`config.mk`:
```
export PLATFORM = sky130hd
export DESIGN_NAME = crc_encode_check_bit_serial
export DESIGN_NICKNAME = d
export VERILOG_FILES = /design/src/sv/crc_pkg.sv /design/src/sv/crc_front.sv /design/src/sv/crc_fifo.sv /design/src/sv/crc_back.sv /design/src/sv/crc_encode_check_bit_serial.sv
export SDC_FILE = /design/constraint.sdc
export NUM_CORES = 1
export LEC_CHECK = 0
export ABC_AREA = 1
export BUFFER_PORTS_ARGS = -buffer_cell sky130_fd_sc_hd__buf_2
export CORE_ASPECT_RATIO = 1.2
export CORE_MARGIN = 3
export CORE_UTILIZATION = 50
export DETAILED_ROUTE_END_ITERATION = 7
export HOLD_SLACK_MARGIN = 0.02
export PLACE_DENSITY_LB_ADDON = 0.15
export SYNTH_ARGS = -nofsm -noshare
export SYNTH_HDL_FRONTEND = slang
export SYNTH_SLANG_ARGS = --single-unit
```
`constraint.sdc`:
```
create_clock -name i_clk -period 11 [get_ports i_clk]
set_input_delay 0.55 -clock i_clk [delete_from_list [all_inputs] [get_ports i_clk]]
set_output_delay 0.55 -clock i_clk [all_outputs]
set_load 0.03 [all_outputs]
```
`src/sv/crc_pkg.sv`:
```
// Shared types and constants for the bit-serial CRC encoder/checker.
package crc_pkg;

    localparam int DEF_MAX_DEGREE = 32;
    localparam int COEF_W         = 32;
    localparam int DEG_W          = 6;
    localparam int CFG_IDX_W      = 2;
    localparam int Q_DEPTH        = 4;

    localparam logic [COEF_W-1:0] GEN_LOW_RST = 32'd5;
    localparam logic [DEG_W-1:0]  GEN_DEG_RST = 6'd3;

    localparam logic [CFG_IDX_W-1:0] REG_GEN_LOW = 2'd0;
    localparam logic [CFG_IDX_W-1:0] REG_GEN_DEG = 2'd1;

    localparam logic OP_ENCODE = 1'b0;
    localparam logic OP_CHECK  = 1'b1;

    typedef enum logic [1:0] {
        KIND_ECHO  = 2'd0,
        KIND_FLUSH = 2'd1,
        KIND_CHECK = 2'd2
    } t_kind;

    typedef struct packed {
        t_kind            kind;
        logic             data_bit;
        logic             ok;
        logic [DEG_W-1:0] deg;
    } t_job;

endpackage

```
`src/sv/crc_front.sv`:
```
// Front end: configuration registers, remainder update and job classification.
module crc_front #(
    parameter int MAX_DEGREE = crc_pkg::DEF_MAX_DEGREE
) (
    input  logic                         i_clk,
    input  logic                         i_rst_n,
    input  logic                         i_cfg_we,
    input  logic [crc_pkg::CFG_IDX_W-1:0] i_cfg_index,
    input  logic [crc_pkg::COEF_W-1:0]   i_cfg_data,
    input  logic                         i_accept,
    input  logic                         i_data_bit,
    input  logic                         i_msg_last,
    input  logic                         i_op,
    output logic                         o_push,
    output crc_pkg::t_job                o_job,
    output logic [MAX_DEGREE-1:0]        o_snap
);
    import crc_pkg::*;

    localparam int IDX_W = (MAX_DEGREE > 1) ? $clog2(MAX_DEGREE) : 1;

    logic [COEF_W-1:0]     r_coef;
    logic [DEG_W-1:0]      r_deg;
    logic [MAX_DEGREE-1:0] r_rem;
    logic [MAX_DEGREE-1:0] n_rem;

    logic [DEG_W-1:0]      deg_eff;
    logic [DEG_W-1:0]      deg_m1;
    logic [DEG_W-1:0]      align_sh;
    logic [MAX_DEGREE-1:0] mask;
    logic [MAX_DEGREE-1:0] poly;
    logic [MAX_DEGREE-1:0] shl;
    logic [MAX_DEGREE-1:0] rem_calc;
    logic                  top;
    logic                  fb;

    always_comb begin
        if (r_deg == '0) begin
            deg_eff = DEG_W'(1);
        end else if (r_deg > DEG_W'(MAX_DEGREE)) begin
            deg_eff = DEG_W'(MAX_DEGREE);
        end else begin
            deg_eff = r_deg;
        end
        deg_m1 = deg_eff - DEG_W'(1);
        mask   = ~({MAX_DEGREE{1'b1}} << deg_eff);
        poly   = MAX_DEGREE'(r_coef) & mask;
        // remainder may carry stale bits above the degree after a degree change
        top    = r_rem[deg_m1[IDX_W-1:0]];
        shl    = r_rem << 1;
        if (i_op == OP_ENCODE) begin
            fb       = i_data_bit ^ top;
            rem_calc = (shl & mask) ^ (fb ? poly : '0);
        end else begin
            fb       = top;
            rem_calc = ((shl | MAX_DEGREE'(i_data_bit)) & mask) ^ (fb ? poly : '0);
        end
        n_rem    = i_msg_last ? '0 : rem_calc;
        // left-align so the back end always shifts out of the top bit
        align_sh = DEG_W'(MAX_DEGREE) - deg_eff;
        o_snap   = rem_calc << align_sh;

        o_job.data_bit = i_data_bit;
        o_job.ok       = (rem_calc == '0);
        o_job.deg      = deg_eff;
        if (i_op == OP_CHECK) begin
            o_job.kind = KIND_CHECK;
        end else if (i_msg_last) begin
            o_job.kind = KIND_FLUSH;
        end else begin
            o_job.kind = KIND_ECHO;
        end
        // check bits before the last one leave nothing to emit
        o_push = i_accept && (i_op == OP_ENCODE || i_msg_last);
    end

    always_ff @(posedge i_clk) begin
        if (!i_rst_n) begin
            r_coef <= GEN_LOW_RST;
            r_deg  <= GEN_DEG_RST;
            r_rem  <= '0;
        end else begin
            if (i_accept) begin
                r_rem <= n_rem;
            end
            if (i_cfg_we) begin
                case (i_cfg_index)
                    REG_GEN_LOW: r_coef <= i_cfg_data;
                    REG_GEN_DEG: r_deg  <= i_cfg_data[DEG_W-1:0];
                    default: ;
                endcase
            end
        end
    end

endmodule

```
`src/sv/crc_fifo.sv`:
```
// Short job queue between the front end and the back end.
module crc_fifo #(
    parameter int W     = 8,
    parameter int DEPTH = crc_pkg::Q_DEPTH
) (
    input  logic         i_clk,
    input  logic         i_rst_n,
    input  logic         i_push,
    input  logic [W-1:0] i_wdata,
    output logic         o_full,
    input  logic         i_pop,
    output logic [W-1:0] o_rdata,
    output logic         o_empty
);
    localparam int PTR_W = (DEPTH > 1) ? $clog2(DEPTH) : 1;
    localparam int CNT_W = $clog2(DEPTH + 1);

    logic [W-1:0]     r_mem [DEPTH];
    logic [PTR_W-1:0] r_wptr;
    logic [PTR_W-1:0] r_rptr;
    logic [CNT_W-1:0] r_cnt;
    logic [PTR_W-1:0] n_wptr;
    logic [PTR_W-1:0] n_rptr;
    logic [CNT_W-1:0] n_cnt;
    logic             do_push;
    logic             do_pop;

    assign o_full  = (r_cnt == CNT_W'(DEPTH));
    assign o_empty = (r_cnt == '0);
    assign o_rdata = r_mem[r_rptr];
    assign do_push = i_push && !o_full;
    assign do_pop  = i_pop && !o_empty;

    always_comb begin
        n_wptr = r_wptr;
        n_rptr = r_rptr;
        n_cnt  = r_cnt;
        if (do_push) begin
            n_wptr = (r_wptr == PTR_W'(DEPTH - 1)) ? '0 : r_wptr + PTR_W'(1);
        end
        if (do_pop) begin
            n_rptr = (r_rptr == PTR_W'(DEPTH - 1)) ? '0 : r_rptr + PTR_W'(1);
        end
        if (do_push && !do_pop) begin
            n_cnt = r_cnt + CNT_W'(1);
        end else if (do_pop && !do_push) begin
            n_cnt = r_cnt - CNT_W'(1);
        end
    end

    always_ff @(posedge i_clk) begin
        if (!i_rst_n) begin
            r_wptr <= '0;
            r_rptr <= '0;
            r_cnt  <= '0;
        end else begin
            r_wptr <= n_wptr;
            r_rptr <= n_rptr;
            r_cnt  <= n_cnt;
        end
    end

    always_ff @(posedge i_clk) begin
        if (do_push) begin
            r_mem[r_wptr] <= i_wdata;
        end
    end

endmodule

```
`src/sv/crc_back.sv`:
```
// Back end: turns queued jobs into result transfers, shifting out the remainder.
module crc_back #(
    parameter int MAX_DEGREE = crc_pkg::DEF_MAX_DEGREE
) (
    input  logic                  i_clk,
    input  logic                  i_rst_n,
    input  logic                  i_q_empty,
    input  crc_pkg::t_job         i_job,
    input  logic [MAX_DEGREE-1:0] i_snap,
    output logic                  o_q_pop,
    input  logic                  i_pop,
    output logic                  o_empty,
    output logic                  o_code_bit,
    output logic                  o_run_last,
    output logic                  o_check_ok
);
    import crc_pkg::*;

    logic                  r_ovalid;
    logic                  r_code;
    logic                  r_last;
    logic                  r_ok;
    logic [MAX_DEGREE-1:0] r_shift;
    logic [DEG_W-1:0]      r_cnt;

    logic                  n_ovalid;
    logic                  n_code;
    logic                  n_last;
    logic                  n_ok;
    logic [MAX_DEGREE-1:0] n_shift;
    logic [DEG_W-1:0]      n_cnt;
    logic                  out_load;
    logic                  flushing;

    assign out_load = !r_ovalid || i_pop;
    assign flushing = (r_cnt != '0);

    always_comb begin
        n_ovalid = r_ovalid;
        n_code   = r_code;
        n_last   = r_last;
        n_ok     = r_ok;
        n_shift  = r_shift;
        n_cnt    = r_cnt;
        o_q_pop  = 1'b0;
        if (out_load) begin
            if (flushing) begin
                n_ovalid = 1'b1;
                n_code   = r_shift[MAX_DEGREE-1];
                n_last   = (r_cnt == DEG_W'(1));
                n_ok     = 1'b0;
                n_shift  = r_shift << 1;
                n_cnt    = r_cnt - DEG_W'(1);
            end else if (!i_q_empty) begin
                o_q_pop  = 1'b1;
                n_ovalid = 1'b1;
                case (i_job.kind)
                    KIND_ECHO: begin
                        n_code = i_job.data_bit;
                        n_last = 1'b0;
                        n_ok   = 1'b0;
                    end
                    KIND_FLUSH: begin
                        n_code  = i_job.data_bit;
                        n_last  = 1'b0;
                        n_ok    = 1'b0;
                        n_shift = i_snap;
                        n_cnt   = i_job.deg;
                    end
                    KIND_CHECK: begin
                        n_code = 1'b0;
                        n_last = 1'b1;
                        n_ok   = i_job.ok;
                    end
                    default: begin
                        n_ovalid = 1'b0;
                    end
                endcase
            end else begin
                n_ovalid = 1'b0;
            end
        end
    end

    always_ff @(posedge i_clk) begin
        if (!i_rst_n) begin
            r_ovalid <= 1'b0;
            r_cnt    <= '0;
        end else begin
            r_ovalid <= n_ovalid;
            r_cnt    <= n_cnt;
        end
    end

    always_ff @(posedge i_clk) begin
        r_code  <= n_code;
        r_last  <= n_last;
        r_ok    <= n_ok;
        r_shift <= n_shift;
    end

    assign o_empty    = !r_ovalid;
    assign o_code_bit = r_code;
    assign o_run_last = r_last;
    assign o_check_ok = r_ok;

endmodule

```
`src/sv/crc_encode_check_bit_serial.sv`:
```
// Top level of the bit-serial CRC encoder/checker with configurable generator.
//
//  channel   | direction | transfer condition        | payload
//  ----------+-----------+---------------------------+----------------------------------
//  input     | in        | push && !full             | i_data_bit, i_msg_last, i_op
//  result    | out       | pop && !empty             | o_code_bit, o_run_last, o_check_ok
//  config    | in        | i_cfg_valid && o_cfg_ready| i_cfg_index, i_cfg_data
//
// One input bit per cycle while the job queue has room; the remainder LFSR step is combinational and registered.
// An encoded message adds D result bits (D = effective degree) for the remainder
// flush; the result side sets the sustained rate, input stalls once the job queue fills.
// A result reaches the ports through the queue write, then the output register load,
// and it can transfer once it sits in the output register.
// Synchronous active-low reset; no clearing pass, ready right after reset.
module crc_encode_check_bit_serial #(
    parameter int MAX_DEGREE = crc_pkg::DEF_MAX_DEGREE
) (
    input  logic                          i_clk,
    input  logic                          i_rst_n,
    input  logic                          push,
    output logic                          full,
    input  logic                          i_data_bit,
    input  logic                          i_msg_last,
    input  logic                          i_op,
    output logic                          empty,
    input  logic                          pop,
    output logic                          o_code_bit,
    output logic                          o_run_last,
    output logic                          o_check_ok,
    input  logic                          i_cfg_valid,
    output logic                          o_cfg_ready,
    input  logic [crc_pkg::CFG_IDX_W-1:0] i_cfg_index,
    input  logic [crc_pkg::COEF_W-1:0]    i_cfg_data
);
    import crc_pkg::*;

    localparam int QW = $bits(t_job) + MAX_DEGREE;

    logic                  accept;
    logic                  cfg_we;
    logic                  q_push;
    logic                  q_full;
    logic                  q_pop;
    logic                  q_empty;
    t_job                  f_job;
    t_job                  b_job;
    logic [MAX_DEGREE-1:0] f_snap;
    logic [MAX_DEGREE-1:0] b_snap;
    logic [QW-1:0]         q_rdata;

    assign o_cfg_ready = 1'b1;
    assign cfg_we      = i_cfg_valid && o_cfg_ready;
    assign full        = q_full;
    assign accept      = push && !q_full;
    assign {b_snap, b_job} = q_rdata;

    crc_front #(.MAX_DEGREE(MAX_DEGREE)) u_front (
        .i_clk       (i_clk),
        .i_rst_n     (i_rst_n),
        .i_cfg_we    (cfg_we),
        .i_cfg_index (i_cfg_index),
        .i_cfg_data  (i_cfg_data),
        .i_accept    (accept),
        .i_data_bit  (i_data_bit),
        .i_msg_last  (i_msg_last),
        .i_op        (i_op),
        .o_push      (q_push),
        .o_job       (f_job),
        .o_snap      (f_snap)
    );

    crc_fifo #(.W(QW), .DEPTH(Q_DEPTH)) u_fifo (
        .i_clk   (i_clk),
        .i_rst_n (i_rst_n),
        .i_push  (q_push),
        .i_wdata ({f_snap, f_job}),
        .o_full  (q_full),
        .i_pop   (q_pop),
        .o_rdata (q_rdata),
        .o_empty (q_empty)
    );

    crc_back #(.MAX_DEGREE(MAX_DEGREE)) u_back (
        .i_clk      (i_clk),
        .i_rst_n    (i_rst_n),
        .i_q_empty  (q_empty),
        .i_job      (b_job),
        .i_snap     (b_snap),
        .o_q_pop    (q_pop),
        .i_pop      (pop),
        .o_empty    (empty),
        .o_code_bit (o_code_bit),
        .o_run_last (o_run_last),
        .o_check_ok (o_check_ok)
    );

endmodule

```
# Word-level counts from Yosys, hierarchy flattened
# Memories as Yosys holds them, arrays and structs flattened. A register that Yosys moved wholly into a read port is not among the register bits.
# Cells that the tools add are included.
classes:
  reduce_logical: 28
  bitwise_logic: 9
  eq_ne: 8
  n_addsub: 7
  mux: 38
  n_lt_le_gt_ge: 2
  shifts: 2
op_table:
  columns: ["cell", "count"]
  rows:
  - ["two-way mux 32 bit", 7]
  - ["bitwise AND 32 bit", 3]
  - ["XOR 32 bit", 2]
  - ["zero test 32 bit", 1]
  - ["NOT 32 bit", 1]
  - ["OR 32 x 1 -> 32 bit", 1]
  - ["left shift 32 x 6 -> 32 bit", 1]
  - ["left shift 32 x 6 -> 32 bit, first input constant", 1]
  - ["two-way mux 6 bit", 5]
  - ["two-way mux 1 bit", 15]
  - ["two-way mux 2 bit", 5]
  - ["== test 2 bit, second input constant", 3]
  - ["== test 6 x 1 -> 1 bit, second input constant", 1]
  - ["> comparator 6 bit, second input constant", 1]
  - ["logical AND 1 bit", 6]
  - ["zero test 6 bit", 1]
  - ["less-than comparator 5 x 6 -> 1 bit, second input constant", 1]
  - ["two-way mux 3 bit", 2]
  - ["case mux 1 bit (2 select lines)", 3]
  - ["AND reduction 3 bit", 2]
  - ["nonzero test 6 bit", 1]
  - ["subtractor 6 x 1 -> 6 bit, second input constant", 1]
  - ["subtractor 6 bit, first input constant", 1]
  - ["binary-select mux 1 bit (select 5 bit)", 1]
  - ["other kinds (18)", 28]
totals:
  n_memories: 1
  mem_bits_rw: 168
  elab_cells: 108
  register_bits: 119
mem_list:
  columns: ["name", "depth", "word_bits", "rd", "rd_ports_with_merged_regs", "wr", "line_no", "text"]
  rows:
  - ["u_fifo.r_mem", 4, 42, 1, 1, 1, "crc_fifo.sv:18", "logic [W-1:0] r_mem [DEPTH];"]

# Logic depth before layout (Yosys ltp)
# Gate-level depths: netlist of run 1.
depth:
  depth_word: 11
  ltp_mapped: 29

# Hierarchy
# From an unflattened synthesis of run 1, not the netlist that was laid out.
hier_totals:
  cells_unflattened: 1874
  hier_area_um2: 15130.8
by_module_without_submodules:
  columns: ["module", "instances", "seq_area_each_um2", "area_each_um2", "cells_each"]
  rows:
  - ["crc_fifo", 1, 5225.0, 6713.9, 478]
  - ["crc_front", 1, 1401.3, 6407.4, 1167]
  - ["crc_back", 1, 1191.1, 1988.2, 225]
  - ["crc_encode_check_bit_serial", 1, 0.0, 21.3, 4]

# Least setup slack after synthesis of run 1
# OpenSTA, ideal clock, no wires.
synth_path:
  path_type: "reg2reg"
  from: "register u_front.r_deg[5]"
  to: "memory u_fifo.r_mem[0][33] in the netlist's numbering, data pin"
  slack_ps: 7340
  setup_time_ps: 266
  synth_period_minus_slack_ps: 3660
  n_path_buf: 5
  required_time_ps: 10734
  path_stages_with_launch: 27
  t_arrival_ps: 3394
  cell_sequence: "dfxtp_1 buf_6 inv_2 nand2_2 nand2_4 inv_2 clkbuf_1 ha_1 inv_1 clkbuf_1 nand3_1 nand3_1 nand3_1 nand3_1 nand2_2 nand2_1 nand2_2 buf_6 buf_4 nand3b_1 nand3_1 nand3_1 nand3_1 nand3_1 nand3_1 nand3_1 nand2_1"
synth_via:
  elab_chain_cells: 11
  word_cells_on_any_way: 20
synth_lines:
  columns: ["element", "line_no", "text"]
  rows:
  - ["from (decl)", "crc_front.sv:23", "logic [DEG_W-1:0] r_deg;"]
  - ["from (signal assigned)", "crc_front.sv:89", "REG_GEN_DEG: r_deg <= i_cfg_data[DEG_W-1:0];"]
  - ["> comparator 6 bit", "crc_front.sv:40", "end else if (r_deg > DEG_W'(MAX_DEGREE)) begin"]
  - ["two-way mux 6 bit", "crc_front.sv:40", null]
  - ["two-way mux 6 bit (*)", "crc_front.sv:38", "if (r_deg == '0) begin"]
  - ["subtractor 5 x 1 -> 5 bit", "crc_front.sv:45", "deg_m1 = deg_eff - DEG_W'(1);"]
  - ["binary-select mux 1 bit (select 5 bit)", "crc_front.sv:49", "top = r_rem[deg_m1[IDX_W-1:0]];"]
  - ["two-way mux 1 bit (implied by the code)", "crc_front.sv:49", null]
  - ["XOR 1 bit", "crc_front.sv:52", "fb = i_data_bit ^ top;"]
  - ["two-way mux 32 bit", "crc_front.sv:53", "rem_calc = (shl & mask) ^ (fb ? poly : '0);"]
  - ["XOR 32 bit", "crc_front.sv:53", null]
  - ["two-way mux 32 bit", "crc_front.sv:51", "if (i_op == OP_ENCODE) begin"]
  - ["left shift 32 x 6 -> 32 bit (*)", "crc_front.sv:61", "o_snap = rem_calc << align_sh;"]
  - ["net f_snap[23]", "crc_encode_check_bit_serial.sv:47", "logic [MAX_DEGREE-1:0] f_snap;"]
  - ["to (decl)", "crc_fifo.sv:18", null]
# Mark *: on every way through the listed nets, which the timed path passes. The rest lies on a longest branch. The select of a mux whose other input is x is not followed.

# Worst setup path in the final report of run 1
layout_path:
  from: "register u_front.r_deg[5]"
  to: "memory u_fifo.r_mem[0][19] in the netlist's numbering, data pin"
# The elaborated chain is that of the path after synthesis.

==> out/qor.json, run 1 <==
{
  "outcome": {
    "result_of_the_run": "finished clean"
  },
  "critical_path": {
    "arrival_ns": 7.56,
    "cp-end-kind": "flop",
    "reg2reg_depth": 22,
    "startpoint_type": "flop",
    "worstPathRequired_ns": 11.34,
    "timing_worst_setup_path_type": "flop to flop",
    "worstPathMaxFanout": 65,
    "reg_to_reg_critical_path_startpoint": "u_front.r_deg[5]",
    "critical_path.startpoint": "u_front.r_deg[5]"
  },
  "timing": {
    "shortest_period_the_worst_path_allows_ns": 7.22,
    "rsz_0062_raised_after_global_routing": "false",
    "worst-slew-pin-transition_ns": 1.23,
    "period_share": 0.657,
    "finalSetupViolCount": 0,
    "worst_slew_margin_rel": 0.179,
    "timing.setup.tns_ns": 0,
    "maxSlewViolCount": 0,
    "max_freq_mhz": 138,
    "clock-skew-final_ns": 0.0209,
    "hold_viol": 0
  },
  "synth": {
    "netlist_area_um2": 15600,
    "synth_seq_area_share": 0.503,
    "yosysWarnings": 0,
    "yosys-top-cells-area": "sky130_fd_sc_hd__edfxtp_1 (39%), sky130_fd_sc_hd__nand3_1 (13%), sky130_fd_sc_hd__dfxtp_1 (11%)",
    "synth-async-reset-ratio": 0,
    "syn_inst": 1957,
    "syn_area_per_cell_um2": 7.95,
    "synth_edf_count": 203,
    "synth_largest_type_area_fraction": 0.392,
    "synthDominantAreaCellType": "sky130_fd_sc_hd__edfxtp_1",
    "synthFlopType": "sky130_fd_sc_hd__edfxtp_1",
    "synth.distinct_cells": 44,
    "synth.net_count": 2012,
    "synth.ff_latch_count": 289
  },
  "die": {
    "dieWidth_um": 167,
    "top_level_ports": 48,
    "floorplan.initialDensity": 0.509,
    "design.die.area_um2": 33300,
    "core_um2": 30600,
    "num_rows": 70,
    "die_y_um": 199
  },
  "final_layout": {
    "area_growth_syn_to_layout_pct": 9.90,
    "nets": 1996,
    "num-fill-cells": 2880,
    "num_antenna_cells": 0,
    "layout-drive-gt1-share": 0.0763,
    "finish.instance_area_um2": 17100
  },
  "global_route": {
    "globalRouteTotalUtil": 0.259,
    "global_route.overflow_total": 0,
    "first_global_vias": 12900,
    "grt_first_pass_wirelength_um": 69500,
    "initial_antenna_violation_count": 1,
    "grt_start_max_net_pins": 86
  },
  "power_and_ir_drop": {
    "power.static_leakage_nw": 6.61,
    "power-per-cell-area_nw_per_um2": 219,
    "worst_ir_drop_vdd_mv": 0.173
  },
  "place": {
    "gp_congestion": 0.984,
    "post-dp-hpwl_um": 29200,
    "port_buffers": 46,
    "place_area_um2": 15900
  },
  "worst_hold_path": {
    "hold-path-cell-count": 3,
    "timing.hold.worst.class": "primary input to flop",
    "min-delay-start": "i_cfg_data[1]"
  },
  "clock_tree": {
    "cts_buffers": 30,
    "ctsLongestPathBuffers": 3,
    "cts.sinks": 289,
    "cts.clk_slew.worst_paths_ns": 0.06,
    "postCtsResizedCells": 0,
    "tritoncts": "done",
    "postCtsSetupBuffers": 0,
    "cts-htree-levels": 1,
    "clkLatencyLatePin_ns": 0.57,
    "cts-root-buf": "sky130_fd_sc_hd__clkbuf_16",
    "post_cts_hold_fix_bufs": 0
  },
  "drt": {
    "drc": 0,
    "detailedRoute.firstIterationViolations": 1063,
    "vias": 13500,
    "post_drt_via_cell_ratio": 5.73,
    "wl_per_cell_um": 18.4,
    "detailed_route_wire_length_um": 43600,
    "post_route_antenna_net_violation_count": 0,
    "drt-pass1-iter-count": 6
  },
  "job": {
    "cap_violations": 0
  }
}
-- state kept, by name, indices dropped and copies added, names as in the netlist, named ones only --
register / cells
u_fifo.r_mem: 168
u_back.r_shift: 32
u_front.r_coef: 32
u_front.r_rem: 32
u_back.r_cnt: 6
u_front.r_deg: 6
u_fifo.r_cnt: 3
u_fifo.r_rptr: 2
u_fifo.r_wptr: 2
u_back.o_check_ok: 1
u_back.o_code_bit: 1
u_back.o_run_last: 1
u_back.r_ovalid: 1
-- kinds of logic (layout without fill, tap and decap cells) --
| family | count (synthesis) | after routing | synth area share |
|---|---|---|---|
| AOI/OAI and AO/OA | 281 | 281 | 0.0954 |
| xor gates and xnor gates | 35 | 35 | 0.0202 |
| adders and majority gates | 13 | 13 | 0.0109 |
| buffers and inverters | 278 | 286 | 0.0732 |
| DFF | 289 | 289 | 0.503 |
| other | 1 | 1 | 0.000241 |
| and+or+nand+nor | 1060 | 1060 | 0.297 |
-- report_power, final --
group / leakage (nW) / total (W) / switching, W / internal, W
Clock: 0.571 / 0.00115 / 0.000421 / 0.000732
Combinational: 3.41 / 0.00114 / 0.000830 / 0.000311
Sequential: 2.63 / 0.00145 / 0.0000542 / 0.00140
Total: 6.61 / 0.00374 / 0.00131 / 0.00244
-- synthesized netlist by cell type, types with 2 or more instances --
cell type / count
sky130_fd_sc_hd__nand3b_1: 2
sky130_fd_sc_hd__and3_1: 3
sky130_fd_sc_hd__a21oi_1: 90
sky130_fd_sc_hd__buf_4: 6
sky130_fd_sc_hd__clkinv_1: 4
sky130_fd_sc_hd__inv_2: 6
sky130_fd_sc_hd__nor2_1: 198
sky130_fd_sc_hd__o21ai_0: 143
sky130_fd_sc_hd__and2_1: 4
sky130_fd_sc_hd__nand2_4: 2
sky130_fd_sc_hd__nand2_2: 5
sky130_fd_sc_hd__or2_1: 2
sky130_fd_sc_hd__nand3_2: 4
sky130_fd_sc_hd__dfxtp_1: 86
sky130_fd_sc_hd__nor2_2: 2
sky130_fd_sc_hd__buf_6: 8
sky130_fd_sc_hd__nand4_1: 8
sky130_fd_sc_hd__nor3_1: 4
sky130_fd_sc_hd__ha_1: 12
sky130_fd_sc_hd__xor2_1: 34
sky130_fd_sc_hd__inv_1: 156
sky130_fd_sc_hd__a32o_1: 2
sky130_fd_sc_hd__nor4_1: 3
sky130_fd_sc_hd__o22ai_1: 37
sky130_fd_sc_hd__o21ai_1: 2
sky130_fd_sc_hd__edfxtp_1: 203
sky130_fd_sc_hd__buf_1: 12
sky130_fd_sc_hd__buf_2: 10
sky130_fd_sc_hd__nand2_1: 431
sky130_fd_sc_hd__clkbuf_1: 76
sky130_fd_sc_hd__nand3_1: 389
-- critical path, stage by stage (launching register included) --
cell and delay [ns]:
sky130_fd_sc_hd__dfxtp_1 0.68, sky130_fd_sc_hd__inv_2 0.26, sky130_fd_sc_hd__nand2_2 0.38, sky130_fd_sc_hd__nand2_4 0.43, sky130_fd_sc_hd__inv_2 0.64, sky130_fd_sc_hd__nand3_1 0.19
sky130_fd_sc_hd__nand2_2 0.51, sky130_fd_sc_hd__inv_2 0.46, sky130_fd_sc_hd__nand3_1 0.17, sky130_fd_sc_hd__nand3_1 0.11, sky130_fd_sc_hd__nand2_2 0.57, sky130_fd_sc_hd__nand2_1 0.14
sky130_fd_sc_hd__nand2_2 0.92, sky130_fd_sc_hd__nand2_1 0.16, sky130_fd_sc_hd__nand2_1 0.12, sky130_fd_sc_hd__nand3_1 0.07, sky130_fd_sc_hd__nand2_1 0.18, sky130_fd_sc_hd__inv_2 0.04
sky130_fd_sc_hd__nand2_1 0.07, sky130_fd_sc_hd__nand3_1 0.16, sky130_fd_sc_hd__o21ai_1 0.24, sky130_fd_sc_hd__nand2_1 0.12, sky130_fd_sc_hd__nor2_1 0.27
-- worst paths after layout --
check,end,slack [ns]
worst max-delay path,u_fifo.r_mem[0][19],3.78
worst min-delay path,u_front.r_deg[1],0.22
worst max register to register,u_fifo.r_mem[0][19],3.78
worst min register to register,u_front.r_coef[20],0.46
-- cells in the final DEF, fill, tap and decap left out, types with 3 or more instances in the layout --
master	count
sky130_fd_sc_hd__clkbuf_8	8
sky130_fd_sc_hd__clkbuf_1	3
sky130_fd_sc_hd__and2_1	4
sky130_fd_sc_hd__nor2_4	6
sky130_fd_sc_hd__nand3_2	4
sky130_fd_sc_hd__a21oi_1	90
sky130_fd_sc_hd__clkinv_2	5
sky130_fd_sc_hd__nor2_2	3
sky130_fd_sc_hd__nor3_1	4
sky130_fd_sc_hd__xor2_1	34
sky130_fd_sc_hd__buf_4	18
sky130_fd_sc_hd__and3_1	3
sky130_fd_sc_hd__bufinv_16	7
sky130_fd_sc_hd__dfxtp_1	85
sky130_fd_sc_hd__nor2_1	192
sky130_fd_sc_hd__nor4_1	3
sky130_fd_sc_hd__clkbuf_16	31
sky130_fd_sc_hd__nand2_2	6
sky130_fd_sc_hd__inv_1	155
sky130_fd_sc_hd__nand3_1	389
sky130_fd_sc_hd__inv_2	7
sky130_fd_sc_hd__nand2_1	430
sky130_fd_sc_hd__clkinv_1	4
sky130_fd_sc_hd__nand4_1	8
sky130_fd_sc_hd__o22ai_1	37
sky130_fd_sc_hd__buf_2	46
sky130_fd_sc_hd__o21ai_0	143
sky130_fd_sc_hd__edfxtp_1	203
sky130_fd_sc_hd__ha_1	12
-- per-stage QoR --
| stage | util | power, W | instances | hold WS (ns) | worst slack, ns |
|---|---|---|---|---|---|
| finish | 0.559 | 0.00374 | 2361 | 0.223 | 3.78 |
| global route | 0.559 | 0.00396 | 2361 | 0.231 | 3.19 |
| CTS | 0.559 | 0.00377 | 2361 | 0.196 | 3.94 |
| detailed placement | 0.521 | 0.00261 | 2305 | 0.445 | 3.97 |
| global placement | 0.521 | 0.00259 | 2305 | 0.446 | 4.17 |
| floorplan | - | 0.00229 | 1957 | 0.430 | 7.34 |
-- per-layer routing --
| metal | global-route usage | share of wire | vias up |
|---|---|---|---|
| met5 | 0 | 0 | - |
| met4 | 0.118 | 0.046 | 0 |
| met3 | 0.0291 | 0.062 | 111 |
| met2 | 0.458 | 0.49 | 526 |
| met1 | 0.322 | 0.40 | 6298 |
| li1 | - | - | 6595 |
-- area by class of cell --
type | instances | area, µm² | area share
Clock buffer | 42 | 897 | 0.0525
Tap cell | 396 | 495 | 0.0290
Clock inverter | 14 | 253 | 0.0148
Inverter | 166 | 623 | 0.0365
Timing Repair Buffer | 64 | 365 | 0.0214
Multi-Input combinational cell | 1390 | 6640 | 0.388
Sequential cell | 289 | 7820 | 0.458
Note: power is estimated with default switching activity, not from simulation.
==> run 2: changes to the inputs <==
==> constraint.sdc (replaced) <==
create_clock -name i_clk -period 6.3 [get_ports i_clk]
set_input_delay 0.315 -clock i_clk [delete_from_list [all_inputs] [get_ports i_clk]]
set_output_delay 0.315 -clock i_clk [all_outputs]
set_load 0.03 [all_outputs]
==> run 2 against run 1 <==
Against the previous run:
- critical path depth fell by 3
- sequential share of layout area about the same
- total power is 69% higher
- clock power grew 54%
- combinational power rose by 78%
- largest power group unchanged
- highest routed layer unchanged
==> out/qor.json, run 2 (synthesis results as in run 1) <==
{
  "die": {
    "top_level_ports": {"value": 48, "change": "unchanged"},
    "design.die.area": {"value": 33300, "unit": "µm²", "change": "unchanged"},
    "num_rows": {"value": 70, "change": "unchanged"},
    "die_y": {"value": 199, "unit": "µm", "change": "unchanged"},
    "dieWidth": {"value": 167, "unit": "µm", "change": "unchanged"},
    "floorplan.initialDensity": {"value": 0.509, "change": "unchanged"},
    "core": {"value": 30600, "unit": "µm²", "change": "unchanged"}
  },
  "clock_tree": {
    "ctsLongestPathBuffers": {"value": 3, "change": "unchanged"},
    "cts-root-buf": "sky130_fd_sc_hd__clkbuf_16",
    "clkLatencyLatePin": {"value": 0.57, "unit": "ns", "change": "about the same"},
    "tritoncts": "done",
    "cts.clk_slew.worst_paths": {"value": 0.06, "unit": "ns", "change": "about the same"},
    "postCtsResizedCells": {"value": 0, "change": "unchanged"},
    "post_cts_hold_fix_bufs": {"value": 11, "change": "+11"},
    "cts_buffers": {"value": 30, "change": "unchanged"},
    "cts-htree-levels": {"value": 1, "change": "unchanged"},
    "cts.sinks": {"value": 289, "change": "unchanged"},
    "postCtsSetupBuffers": {"value": 0, "change": "unchanged"}
  },
  "timing": {
    "maxSlewViolCount": {"value": 0, "change": "unchanged"},
    "hold-worst-slack": {"value": 0.0296, "unit": "ns", "change": "-0.194 ns"},
    "max_freq": {"value": 188, "unit": "MHz", "change": "+35%"},
    "rsz_0062_raised_after_global_routing": "false",
    "period_share": {"value": 0.846, "change": "+0.190"},
    "timing.setup.tns": {"value": 0, "unit": "ns", "change": "unchanged"},
    "worst-slew-pin-transition": {"value": 1.05, "unit": "ns", "change": "-0.173 ns"},
    "finalSetupViolCount": {"value": 0, "change": "unchanged"},
    "shortest_period_the_worst_path_allows": {"value": 5.33, "unit": "ns", "change": "-1.89 ns"},
    "hold_viol": {"value": 0, "change": "unchanged"},
    "worst_slew_margin_rel": {"value": 0.297, "change": "+0.118"},
    "clock-skew-final": {"value": 0.0205, "unit": "ns", "change": "-0.000323 ns"}
  },
  "critical_path": {
    "timing.reg2reg.setup_slack": {"value": 0.97, "unit": "ns", "change": "-2.81 ns"},
    "reg_to_reg_critical_path_startpoint": "u_front.r_deg[5]",
    "timing_worst_setup_path_type": "flop to flop",
    "reg2reg_depth": {"value": 19, "change": "-14%"},
    "worstPathMaxFanout": {"value": 30, "change": "-54%"},
    "cp-end-kind": "flop",
    "arrival": {"value": 5.57, "unit": "ns", "change": "-1.99 ns"},
    "critical_path.cell_chain": "inv_2 > nand2_2 > nand2_4 > inv_2 > nand3_1 > nand2_2 > inv_2 > nand3_1 > nand3_1 > nand2_2 > buf_4 > nand2_1 > xor2_1 > nand2_1 > nand2_1 > inv_2 > nand2_1 > nand3_1 > nor4_1",
    "worst_path_max_delay_cell": "sky130_fd_sc_hd__nor4_1",
    "crit-reg2reg-capture": "u_fifo.r_mem[1][11]",
    "startpoint_type": "flop",
    "critical_path.startpoint": "u_front.r_deg[5]",
    "worstPathRequired": {"value": 6.54, "unit": "ns", "change": "-4.80 ns"},
    "cp_slowest_stage_delay": {"value": 0.68, "unit": "ns", "change": "-0.24 ns"}
  },
  "global_route": {
    "first_global_vias": {"value": 12900, "change": "+0.039%"},
    "globalRouteTotalUtil": {"value": 0.266, "change": "+0.00664"},
    "initial_antenna_violation_count": {"value": 0, "change": "-1"},
    "grt_first_pass_wirelength": {"value": 70200, "unit": "µm", "change": "+1.0%"},
    "grt_start_max_net_pins": {"value": 85, "change": "-1.2%"},
    "global_route.overflow_total": {"value": 0, "change": "unchanged"}
  },
  "final_layout": {
    "utilization": {"value": 0.559, "change": "about the same"},
    "finish.instance_area": {"value": 17100, "unit": "µm²", "change": "about the same"},
    "layout-drive-gt1-share": {"value": 0.0742, "change": "-0.00209"},
    "top_register": "u_fifo.r_mem",
    "nets": {"value": 2011, "change": "+0.75%"},
    "highest_count_cells_in_the_layout_ignoring_fill_and_taps": "sky130_fd_sc_hd__nand2_1 (430), sky130_fd_sc_hd__nand3_1 (389), sky130_fd_sc_hd__edfxtp_1 (203)",
    "num_antenna_cells": {"value": 0, "change": "unchanged"},
    "max_ffs_per_register": {"value": 168, "change": "unchanged"},
    "layout.cells.most_common": "sky130_fd_sc_hd__nand2_1",
    "area_growth_syn_to_layout": {"value": 9.92, "unit": "%", "change": "about the same"}
  },
  "outcome": {
    "result_of_the_run": "finished clean"
  },
  "worst_hold_path": {
    "worst_hold_path.endpoint": "u_front.r_coef[3]",
    "hold-path-cell-count": {"value": 3, "change": "unchanged"},
    "timing.hold.worst.class": "primary input to flop",
    "min-delay-start": "i_cfg_data[3]"
  },
  "place": {
    "port_buffers": {"value": 46, "change": "unchanged"},
    "gp_congestion": {"value": 0.991, "change": "+0.73%"},
    "post-dp-hpwl": {"value": 30700, "unit": "µm", "change": "+5.1%"},
    "place_area": {"value": 16000, "unit": "µm²", "change": "+0.35%"}
  },
  "drt": {
    "post_drt_via_cell_ratio": {"value": 5.68, "change": "-0.86%"},
    "drc": {"value": 0, "change": "unchanged"},
    "detailed_route_wire_length": {"value": 44700, "unit": "µm", "change": "+2.6%"},
    "drt-pass1-iter-count": {"value": 5, "change": "-1"},
    "vias": {"value": 13500, "change": "-0.23%"},
    "wl_per_cell": {"value": 18.8, "unit": "µm", "change": "+1.9%"},
    "post_route_antenna_net_violation_count": {"value": 0, "change": "unchanged"},
    "detailedRoute.firstIterationViolations": {"value": 1144, "change": "+7.6%"}
  },
  "power_and_ir_drop": {
    "power-per-cell-area": {"value": 371, "unit": "nW/µm²", "change": "+69%"},
    "internal_power": {"value": 0.00403, "unit": "W", "change": "+65%"},
    "power.static_leakage": {"value": 6.60, "unit": "nW", "change": "-0.20%"},
    "fin_total_pwr": {"value": 0.00634, "unit": "W", "change": "+69%"},
    "p_sw": {"value": 0.00230, "unit": "W", "change": "+76%"},
    "comb_power_frac": {"value": 0.321, "change": "+0.016"},
    "clock_power_share": {"value": 0.279, "change": "-0.029"},
    "netSwitchingFraction": {"value": 0.363, "change": "+0.0145"},
    "worst_ir_drop_vdd": {"value": 0.252, "unit": "mV", "change": "+46%"},
    "seq_power_share": {"value": 0.400, "change": "+0.013"}
  },
  "job": {
    "cap_violations": {"value": 0, "change": "unchanged"}
  }
}
## run 2: metrics by stage
stage               setup slack [ns]  instances
finish                         0.969       2376
global route                   0.551       2376
CTS                             1.13       2376
detailed placement              1.14       2309
global placement                1.24       2309
floorplan                       2.64       1957
## run 2: final cells by class
type / instances / area (µm²)
Clock inverter: 18 / 176
Multi-Input combinational cell: 1390 / 6640
Inverter: 166 / 623
Tap cell: 396 / 495
Clock buffer: 38 / 812
Sequential cell: 289 / 7820
Fill cell: 2863 / 13500
Timing Repair Buffer: 79 / 531
## run 2: power groups by stage
stage / logic (W) / registers, W / clock network [W]
after detailed placement: 0.00203 / 0.00257 / 0
after global placement: 0.00200 / 0.00257 / 0
after floorplan: 0.00143 / 0.00257 / 0
after CTS: 0.00204 / 0.00254 / 0.00179
after global routing: 0.00228 / 0.00256 / 0.00187
final: 0.00203 / 0.00254 / 0.00177
## run 2: how the worst max path moves through the flow
stage               slack [ns]             endpoint  depth (start not counted)
global placement          1.24  u_fifo.r_mem[3][39]                         22
CTS                       1.13   u_fifo.r_mem[2][6]                         22
global route              0.55   u_fifo.r_mem[2][6]                         22
floorplan                 2.64  u_fifo.r_mem[0][33]                         26
finish                    0.97  u_fifo.r_mem[1][11]                         19
detailed placement        1.14   u_fifo.r_mem[1][6]                         22
## run 2: routing by layer
layer  vias to the layer above  share of wire  global-route usage
li1                       6614              -                   -
met1                      6309           0.41               0.336
met2                       453           0.49               0.467
met3                       123          0.053              0.0257
met4                         0          0.045               0.119
met5                         -              0                   0
## run 2: critical path: cells and delay by family (launching register included)
kind / cells / cell delay, ns
and+or+nand+nor: 13 / 2.97
buffers and inverters: 5 / 1.15
xor gates and xnor gates: 1 / 0.18
DFF: 1 / 0.67
